[src/hw/rtl/srtf_pkg.sv]
// Shared types and constants for the shortest-remaining-time-first scheduler.
// Holds the request and result structs, the job table port structs and the sequencer states.
// No dependencies.
package srtf_pkg;

    // Table size and the width of stored arrival and run times.
    localparam int NUM_SLOTS = 16;
    localparam int TIME_BITS = 16;
    localparam int IDX_BITS  = (NUM_SLOTS > 1) ? $clog2(NUM_SLOTS) : 1;

    // Request opcodes.
    localparam logic OP_LOAD = 1'b0;
    localparam logic OP_TICK = 1'b1;

    // Largest value of the current time and of the turnaround sum.
    localparam logic [31:0] TIME_MAX = '1;

    typedef logic [IDX_BITS-1:0]  idx_t;
    typedef logic [TIME_BITS-1:0] tval_t;
    typedef logic [NUM_SLOTS-1:0] slot_vec_t;

    // One request.
    typedef struct packed {
        logic        opcode;
        logic [3:0]  slot;
        logic [15:0] arrival_time;
        logic [15:0] run_time;
    } req_t;

    // One result.
    typedef struct packed {
        logic [31:0] tick_time;
        logic        idle;
        logic [3:0]  chosen_slot;
        logic        started;
        logic        finished;
        logic [31:0] turnaround;
        logic [31:0] total_turnaround;
        logic        all_done;
    } rsp_t;

    // Write command into the job table.
    typedef struct packed {
        logic  load;
        logic  serve;
        logic  fin;
        idx_t  addr;
        tval_t arrival;
        tval_t remaining;
    } tbl_wr_t;

    // Per-slot status flags kept by the job table.
    typedef struct packed {
        slot_vec_t valid;
        slot_vec_t done;
        slot_vec_t started;
    } tbl_flags_t;

    // Sequencer states.
    typedef enum logic [2:0] {
        ST_IDLE,
        ST_SCAN,
        ST_DRAIN,
        ST_FETCH,
        ST_UPDATE,
        ST_REPORT
    } state_t;

endpackage

[src/hw/rtl/srtf_job_table.sv]
// Job table: arrival and remaining-time memories with one write port and a registered read.
// Also keeps the valid, done and started flags of every slot.
// Depends on srtf_pkg.
module srtf_job_table (
    input  logic                clk,
    input  logic                rst_n,
    input  srtf_pkg::tbl_wr_t   wr,
    input  srtf_pkg::idx_t      rd_addr,
    output srtf_pkg::tval_t     rd_arrival,
    output srtf_pkg::tval_t     rd_remaining,
    output srtf_pkg::tbl_flags_t flags
);

    srtf_pkg::tval_t arrival_mem   [srtf_pkg::NUM_SLOTS];
    srtf_pkg::tval_t remaining_mem [srtf_pkg::NUM_SLOTS];
    srtf_pkg::tval_t rd_arrival_reg;
    srtf_pkg::tval_t rd_remaining_reg;
    srtf_pkg::tbl_flags_t flags_reg;
    srtf_pkg::tbl_flags_t flags_next;

    // Memory writes: a load sets both words, a served job only its remaining time.
    always_ff @(posedge clk)
    begin
        if (wr.load)
        begin
            arrival_mem[wr.addr] <= wr.arrival;
        end
        if (wr.load || wr.serve)
        begin
            remaining_mem[wr.addr] <= wr.remaining;
        end
    end

    // Registered read port.
    always_ff @(posedge clk)
    begin
        rd_arrival_reg   <= arrival_mem[rd_addr];
        rd_remaining_reg <= remaining_mem[rd_addr];
    end

    // Flag updates: a load restarts the slot, a served job is marked started and maybe done.
    always_comb
    begin
        flags_next = flags_reg;
        if (wr.load)
        begin
            flags_next.valid[wr.addr]   = 1'b1;
            flags_next.started[wr.addr] = 1'b0;
            flags_next.done[wr.addr]    = (wr.remaining == '0);
        end
        else if (wr.serve)
        begin
            flags_next.started[wr.addr] = 1'b1;
            if (wr.fin)
            begin
                flags_next.done[wr.addr] = 1'b1;
            end
        end
    end

    always_ff @(posedge clk or negedge rst_n)
    begin
        if (!rst_n)
        begin
            flags_reg <= '0;
        end
        else
        begin
            flags_reg <= flags_next;
        end
    end

    assign rd_arrival   = rd_arrival_reg;
    assign rd_remaining = rd_remaining_reg;
    assign flags        = flags_reg;

endmodule

[src/hw/rtl/srtf_ctrl.sv]
// Scheduler sequencer: scans the job table one slot per cycle through a shared compare unit,
// then updates the chosen job, the time and the turnaround sum, and registers the result.
// Depends on srtf_pkg.
module srtf_ctrl (
    input  logic                 clk,
    input  logic                 rst_n,
    input  logic                 req_valid,
    output logic                 req_ready,
    input  srtf_pkg::req_t       req,
    output logic                 rsp_valid,
    input  logic                 rsp_ready,
    output srtf_pkg::rsp_t       rsp,
    output srtf_pkg::tbl_wr_t    tbl_wr,
    output srtf_pkg::idx_t       tbl_rd_addr,
    input  srtf_pkg::tval_t      tbl_rd_arrival,
    input  srtf_pkg::tval_t      tbl_rd_remaining,
    input  srtf_pkg::tbl_flags_t tbl_flags
);

    localparam srtf_pkg::idx_t LAST_IDX = srtf_pkg::IDX_BITS'(srtf_pkg::NUM_SLOTS - 1);

    srtf_pkg::state_t state_reg, state_next;

    srtf_pkg::idx_t  cnt_reg, cnt_next;
    logic            cmp_vld_reg, cmp_vld_next;
    srtf_pkg::idx_t  cmp_idx_reg, cmp_idx_next;
    logic            found_reg, found_next;
    srtf_pkg::tval_t best_reg, best_next;
    srtf_pkg::idx_t  pick_reg, pick_next;
    logic [31:0]     now_reg, now_next;
    logic [31:0]     served_reg, served_next;
    logic [31:0]     sum_reg, sum_next;
    logic [31:0]     ta_reg, ta_next;
    logic            first_reg, first_next;
    logic            fin_reg, fin_next;
    logic            rsp_valid_reg, rsp_valid_next;
    srtf_pkg::rsp_t  rsp_reg, rsp_next;

    logic            do_accept;
    logic            scan_issue;
    logic            do_update;
    logic            out_load;
    logic            eligible;
    logic            better;
    logic [31:0]     now_inc;
    srtf_pkg::tval_t rem_dec;
    logic [32:0]     sum_ext;
    logic            slot_ok;

    // Next state.
    always_comb
    begin
        state_next = state_reg;
        unique case (state_reg)
            srtf_pkg::ST_IDLE:
            begin
                if (req_valid && req.opcode == srtf_pkg::OP_TICK)
                begin
                    state_next = srtf_pkg::ST_SCAN;
                end
            end
            srtf_pkg::ST_SCAN:
            begin
                if (cnt_reg == LAST_IDX)
                begin
                    state_next = srtf_pkg::ST_DRAIN;
                end
            end
            srtf_pkg::ST_DRAIN:  state_next = srtf_pkg::ST_FETCH;
            srtf_pkg::ST_FETCH:  state_next = srtf_pkg::ST_UPDATE;
            srtf_pkg::ST_UPDATE: state_next = srtf_pkg::ST_REPORT;
            srtf_pkg::ST_REPORT:
            begin
                if (!rsp_valid_reg || rsp_ready)
                begin
                    state_next = srtf_pkg::ST_IDLE;
                end
            end
            default: state_next = srtf_pkg::ST_IDLE;
        endcase
    end

    // State-decoded controls.
    always_comb
    begin
        req_ready  = (state_reg == srtf_pkg::ST_IDLE);
        scan_issue = (state_reg == srtf_pkg::ST_SCAN);
        do_update  = (state_reg == srtf_pkg::ST_UPDATE);
        out_load   = (state_reg == srtf_pkg::ST_REPORT) && (!rsp_valid_reg || rsp_ready);
    end

    assign do_accept = req_valid && req_ready;
    assign slot_ok   = ({28'd0, req.slot} < 32'(srtf_pkg::NUM_SLOTS));

    // Shared compare unit: one slot per cycle, lowest index wins ties.
    assign eligible = cmp_vld_reg && tbl_flags.valid[cmp_idx_reg] && !tbl_flags.done[cmp_idx_reg]
                      && (32'(tbl_rd_arrival) <= now_reg);
    assign better   = !found_reg || (tbl_rd_remaining < best_reg);

    // Update arithmetic.
    assign now_inc = (now_reg == srtf_pkg::TIME_MAX) ? now_reg : now_reg + 32'd1;
    assign rem_dec = tbl_rd_remaining - srtf_pkg::TIME_BITS'(1);
    assign sum_ext = {1'b0, sum_reg} + {1'b0, ta_reg};

    // Table read address: the scan counter while scanning, the chosen slot afterwards.
    assign tbl_rd_addr = scan_issue ? cnt_reg : pick_reg;

    // Table write command from a load request or from serving the chosen job.
    always_comb
    begin
        tbl_wr.load      = do_accept && (req.opcode == srtf_pkg::OP_LOAD) && slot_ok;
        tbl_wr.serve     = do_update && found_reg;
        tbl_wr.fin       = (rem_dec == '0);
        tbl_wr.addr      = tbl_wr.load ? srtf_pkg::IDX_BITS'(req.slot) : pick_reg;
        tbl_wr.arrival   = srtf_pkg::TIME_BITS'(req.arrival_time);
        tbl_wr.remaining = tbl_wr.load ? srtf_pkg::TIME_BITS'(req.run_time) : rem_dec;
    end

    // Datapath next values.
    always_comb
    begin
        cnt_next       = cnt_reg;
        cmp_vld_next   = scan_issue;
        cmp_idx_next   = cnt_reg;
        found_next     = found_reg;
        best_next      = best_reg;
        pick_next      = pick_reg;
        now_next       = now_reg;
        served_next    = served_reg;
        sum_next       = sum_reg;
        ta_next        = ta_reg;
        first_next     = first_reg;
        fin_next       = fin_reg;
        rsp_valid_next = rsp_valid_reg;
        rsp_next       = rsp_reg;

        if (do_accept)
        begin
            cnt_next   = '0;
            found_next = 1'b0;
            best_next  = '0;
            pick_next  = '0;
        end

        if (scan_issue)
        begin
            cnt_next = cnt_reg + srtf_pkg::IDX_BITS'(1);
        end

        if (eligible && better)
        begin
            found_next = 1'b1;
            best_next  = tbl_rd_remaining;
            pick_next  = cmp_idx_reg;
        end

        if (do_update)
        begin
            served_next = now_reg;
            now_next    = now_inc;
            first_next  = found_reg && !tbl_flags.started[pick_reg];
            fin_next    = found_reg && (rem_dec == '0);
            ta_next     = (found_reg && (rem_dec == '0)) ? now_inc - 32'(tbl_rd_arrival) : 32'd0;
        end

        if (rsp_valid_reg && rsp_ready)
        begin
            rsp_valid_next = 1'b0;
        end

        if (out_load)
        begin
            if (fin_reg)
            begin
                sum_next = sum_ext[32] ? srtf_pkg::TIME_MAX : sum_ext[31:0];
            end
            rsp_valid_next            = 1'b1;
            rsp_next.tick_time        = served_reg;
            rsp_next.idle             = !found_reg;
            rsp_next.chosen_slot      = found_reg ? 4'(pick_reg) : 4'd0;
            rsp_next.started          = first_reg;
            rsp_next.finished         = fin_reg;
            rsp_next.turnaround       = ta_reg;
            rsp_next.total_turnaround = sum_next;
            rsp_next.all_done         = !(|(tbl_flags.valid & ~tbl_flags.done));
        end
    end

    // Control registers.
    always_ff @(posedge clk or negedge rst_n)
    begin
        if (!rst_n)
        begin
            state_reg     <= srtf_pkg::ST_IDLE;
            cmp_vld_reg   <= 1'b0;
            now_reg       <= 32'd1;
            sum_reg       <= 32'd0;
            rsp_valid_reg <= 1'b0;
        end
        else
        begin
            state_reg     <= state_next;
            cmp_vld_reg   <= cmp_vld_next;
            now_reg       <= now_next;
            sum_reg       <= sum_next;
            rsp_valid_reg <= rsp_valid_next;
        end
    end

    // Payload registers.
    always_ff @(posedge clk)
    begin
        cnt_reg     <= cnt_next;
        cmp_idx_reg <= cmp_idx_next;
        found_reg   <= found_next;
        best_reg    <= best_next;
        pick_reg    <= pick_next;
        served_reg  <= served_next;
        ta_reg      <= ta_next;
        first_reg   <= first_next;
        fin_reg     <= fin_next;
        rsp_reg     <= rsp_next;
    end

    assign rsp_valid = rsp_valid_reg;
    assign rsp       = rsp_reg;

endmodule

[src/hw/rtl/srtf_scheduler.sv]
// Top level of the shortest-remaining-time-first scheduler: sequencer plus job table.
// A load request is written into the table when taken and gives no result. A tick result is
// registered after one table read per slot in the scan state, then drain, fetch of the chosen
// job, update and report states; the single table read port sets this sequence. The report
// state waits while the last result is not taken; then the next request is taken from idle.
// Reset (rst_n, asynchronous, active low) clears slot flags, sets time to 1 and the sum to 0.
module srtf_scheduler (
    input  logic           clk,
    input  logic           rst_n,
    input  logic           req_valid,
    output logic           req_ready,
    input  srtf_pkg::req_t req,
    output logic           rsp_valid,
    input  logic           rsp_ready,
    output srtf_pkg::rsp_t rsp
);

    srtf_pkg::tbl_wr_t    tbl_wr;
    srtf_pkg::idx_t       tbl_rd_addr;
    srtf_pkg::tval_t      tbl_rd_arrival;
    srtf_pkg::tval_t      tbl_rd_remaining;
    srtf_pkg::tbl_flags_t tbl_flags;

    // Sequencer with the shared compare unit.
    srtf_ctrl u_ctrl (
        .clk              (clk),
        .rst_n            (rst_n),
        .req_valid        (req_valid),
        .req_ready        (req_ready),
        .req              (req),
        .rsp_valid        (rsp_valid),
        .rsp_ready        (rsp_ready),
        .rsp              (rsp),
        .tbl_wr           (tbl_wr),
        .tbl_rd_addr      (tbl_rd_addr),
        .tbl_rd_arrival   (tbl_rd_arrival),
        .tbl_rd_remaining (tbl_rd_remaining),
        .tbl_flags        (tbl_flags)
    );

    // Job table memories and slot flags.
    srtf_job_table u_table (
        .clk          (clk),
        .rst_n        (rst_n),
        .wr           (tbl_wr),
        .rd_addr      (tbl_rd_addr),
        .rd_arrival   (tbl_rd_arrival),
        .rd_remaining (tbl_rd_remaining),
        .flags        (tbl_flags)
    );

endmodule

[config.mk]
export PLATFORM = sky130hd
export DESIGN_NAME = srtf_scheduler
export DESIGN_NICKNAME = d
export VERILOG_FILES = /design/src/hw/rtl/srtf_pkg.sv /design/src/hw/rtl/srtf_job_table.sv /design/src/hw/rtl/srtf_ctrl.sv /design/src/hw/rtl/srtf_scheduler.sv
export SDC_FILE = /design/constraint.sdc
export NUM_CORES = 1
export LEC_CHECK = 0
export BUFFER_PORTS_ARGS = -buffer_cell sky130_fd_sc_hd__buf_2
export CAP_MARGIN = 20
export CORE_MARGIN = 3
export CORE_UTILIZATION = 35
export CTS_CLUSTER_SIZE = 25
export DETAILED_ROUTE_END_ITERATION = 8
export PLACE_DENSITY = 0.55
export RECOVER_POWER = 50
export SETUP_SLACK_MARGIN = 0.3
export SYNTH_ARGS = -nofsm -noshare
export SYNTH_HDL_FRONTEND = slang
export SYNTH_SLANG_ARGS = --single-unit
export TNS_END_PERCENT = 30
[constraint.sdc]
create_clock -name clk -period 14.2 [get_ports clk]
set_clock_uncertainty 0.2 [all_clocks]
set_input_delay 1.42 -clock clk [delete_from_list [all_inputs] [get_ports clk]]
set_output_delay 1.42 -clock clk [all_outputs]
set_load 0.05 [all_outputs]
==> impl_metrics.csv <==
group,metric,value,unit
cts,cts_num_sinks,860,
layout,most-common-layout-cells,"edfxtp_1, nand2_1, clkbuf_1, nor2_1, mux4_2",
yosys,cells_taking_the_most_area_after_synthesis,"edfxtp_1, mux4_2, dfrtp_1",
yosys,number_of_storage_elements_in_the_synthesis_netlist,860,
floorplanning,core_region_area,0.104,sq mm
routing,drtPass1Iterations,6,
setup_path,critical_path_class,"input pin to async pin",
setup_path,critical_path_required,13.84,ns
placed_design,gp_congestion,0.862,
routing,route.detailed.wl_per_inst,22.2,um
setup_path,crit_path_frequent_cell,"clkbuf_1",
floorplanning,die-width,330,um
yosys,synth_enable_flop_cells,706,
run,drv.max_cap_violation_count,6,
layout,layout.filler_cells,9554,
outcome,failing_checks,"capacitance limit, slew limit",
cts,cts_inserted_buffers,87,
floorplanning,initial_utilization,0.354,
floorplanning,die-area,0.109,sq mm
setup_path,cpLargestDelayFamily,"buffers and inverters",
power_and_ir_drop,design_power_total,0.00851,W
layout,layout.cells.most_common,"edfxtp_1",
routing,via_count,21000,
floorplanning,die_outline_height,330,um
setup_path,critical_path.startpoint_type,"input pin",
cts,clkSlewWorstSetupHoldPaths,0.06,ns
placed_design,post_dp_area,0.0394,sq mm
sta,setup-tns-final,0,ns
power_and_ir_drop,vdd_drop_max,0.209,mV
cts,cts.root.buffer_cell,"clkbuf_16",
sta,ratio_of_final_minimum_period_to_clock_period,0.498,
cts,post_cts.resized_instances,0,
global_routing,grt_start_max_net_pins,129,
yosys,mappedNetlistArea,0.0368,sq mm
placed_design,place.detailed.hpwl,56700,um
routing,routed-wl-met3,5000,um
layout,post_route_cells_drive_above_1_share,0.154,
yosys,yosysWarningCount,0,
min_path,min-delay-path-class,"flop to flop",
sta,timing.final.max_slew_violations,230,
setup_path,slowest_delay,2.80,ns
layout,area.growth.synth_to_final,14.2,%
floorplanning,rows,118,
sta,timing.final.hold_violations,0,
outcome,outcome,"finished with violations",
sta,grt_setup_unrepaired,"false",
routing,route.layer.met1.wl,39300,um
routing,route.detailed.vias_per_inst,5.20,
yosys,number_of_nets_in_the_synthesized_netlist,2528,
layout,final_cell_area,0.0421,sq mm
sta,period_needed,7.08,ns
layout,num-nets-final,2706,
global_routing,total_global_route_track_usage,0.164,
yosys,postSynthAreaPerCell,15.3,sq um
cts,cts-hold-fix-buffers,0,
setup_path,crit_chain,"clkbuf_1 -> clkbuf_1 -> clkbuf_1",
cts,htree_num_levels,3,
cts,cts_post_setup_buffers_inserted,0,
sta,finalSetupViolations,0,
sta,timing.max_slew.rel_slack,-1.61,
yosys,yosysTopAreaCellShare,0.576,
global_routing,overflow,0,
yosys,yosys_most_used_dff,"edfxtp_1",
cts,worst_skew_pair.late_latency,0.65,ns
sta,tightestPinTransition,3.91,ns
global_routing,first_pass_grt_wire_length,135000,um
routing,drtAntennaViolNets,0,
placed_design,port_buffers,146,
yosys,synth_top_cell_by_area,"edfxtp_1",
routing,topRoutingLayerUsed,"met4",
yosys,synth_sequential_area_ratio,0.675,
setup_path,setup.worst_path.end_class,"async pin",
routing,drcViolationCount,0,
global_routing,antenna_found_initial,12,
yosys,gate_count_post_synth,2402,
setup_path,critical-path-slowest-cell,"clkbuf_1",
power_and_ir_drop,power.static_leakage,14.6,nW
floorplanning,io-pin-count,147,
setup_path,arrival_time_of_the_worst_setup_path,6.72,ns
routing,wirelength,89600,um
cts,clock_tree.buffer_depth,3,
layout,layout.core_utilization,0.405,
routing,dr_wl_met2,43800,um
routing,dr.first_iter.drc_count,1644,
yosys,async_reset_ff_frac,0.136,
sta,fmaxAchievable,141,MHz
global_routing,via_count_of_the_first_global_routing_pass,21600,
cts,cts_tree,"done",
power_and_ir_drop,cellPowerDensity,202,mW/mm^2
yosys,post_synth_num_cell_types,91,
setup_path,path_buf_inv,3,
setup_path,timing.critical_path.fanout_max,68,
[synth_stat cells, types with 59 or more instances]
cell,instances
mux4_2,135
dfrtp_1,116
nand2_1,164
inv_1,76
o22a_1,59
and2_1,61
xnor2_1,97
a21oi_1,69
nor2_1,163
ha_1,83
edfxtp_1,706
clkbuf_1,70
[kinds of logic after synthesis]
logic type,synth area share
adders and majority gates,0.0293
DFF,0.675
and+or+nand+nor,0.0834
xor gates and xnor gates,0.0297
buffers and inverters,0.0210
muxes,0.0865
AOI/OAI and AO/OA,0.0749
[worst paths after layout]
path | start | endpoint | slack [ns] | cells after the start
max in group clk | u_ctrl.now_reg[19] | u_ctrl.ta_reg[30] | 8.45 | 17
min | u_ctrl.served_reg[20] | u_ctrl.rsp[92] | 0.22 | 0
min reg2reg | u_ctrl.served_reg[20] | u_ctrl.rsp[92] | 0.22 | 0
min in group asynchronous | rst_n | u_ctrl.sum_reg[27] | 1.41 | 1
max | rst_n | async pin | 7.12 | 3
max reg2reg | u_ctrl.now_reg[19] | u_ctrl.ta_reg[30] | 8.45 | 17
[power by group]
group | internal (W) | total [W] | switching (W)
combinational | 0.00118 | 0.00283 | 0.00164
clock | 0.00132 | 0.00229 | 0.000968
sequential | 0.00316 | 0.00340 | 0.000240
[per-stage QoR]
step                setup slack [ns]  instances  hold WS, ns
floorplan                       8.29       2402        0.196
global placement                8.63       3865        0.213
detailed placement              8.50       3866        0.205
CTS                             8.49       4030        0.222
global route                    5.87       4036        0.226
finish                          7.12       4044        0.219
[area by class of cell]
cell class / instances / area [sq um] / area share
clock inverter: 46 / 472 / 0.0112
sequential: 860 / 24900 / 0.591
tap: 1380 / 1730 / 0.0410
inverter: 76 / 287 / 0.00681
multi-input combinational: 1354 / 11300 / 0.269
timing repair buffer: 201 / 965 / 0.0229
clock buffer: 118 / 2400 / 0.0569
antenna: 9 / 22.5 / 0.000535
[routing by layer]
| metal | GRT usage | vias up |
|---|---|---|
| li1 | - | 9588 |
| met1 | 0.222 | 10800 |
| met2 | 0.274 | 561 |
| met3 | 0.0271 | 97 |
| met4 | 0.0420 | 0 |
| met5 | 0 | - |
No activity file was read; power rests on OpenSTA's default activity.
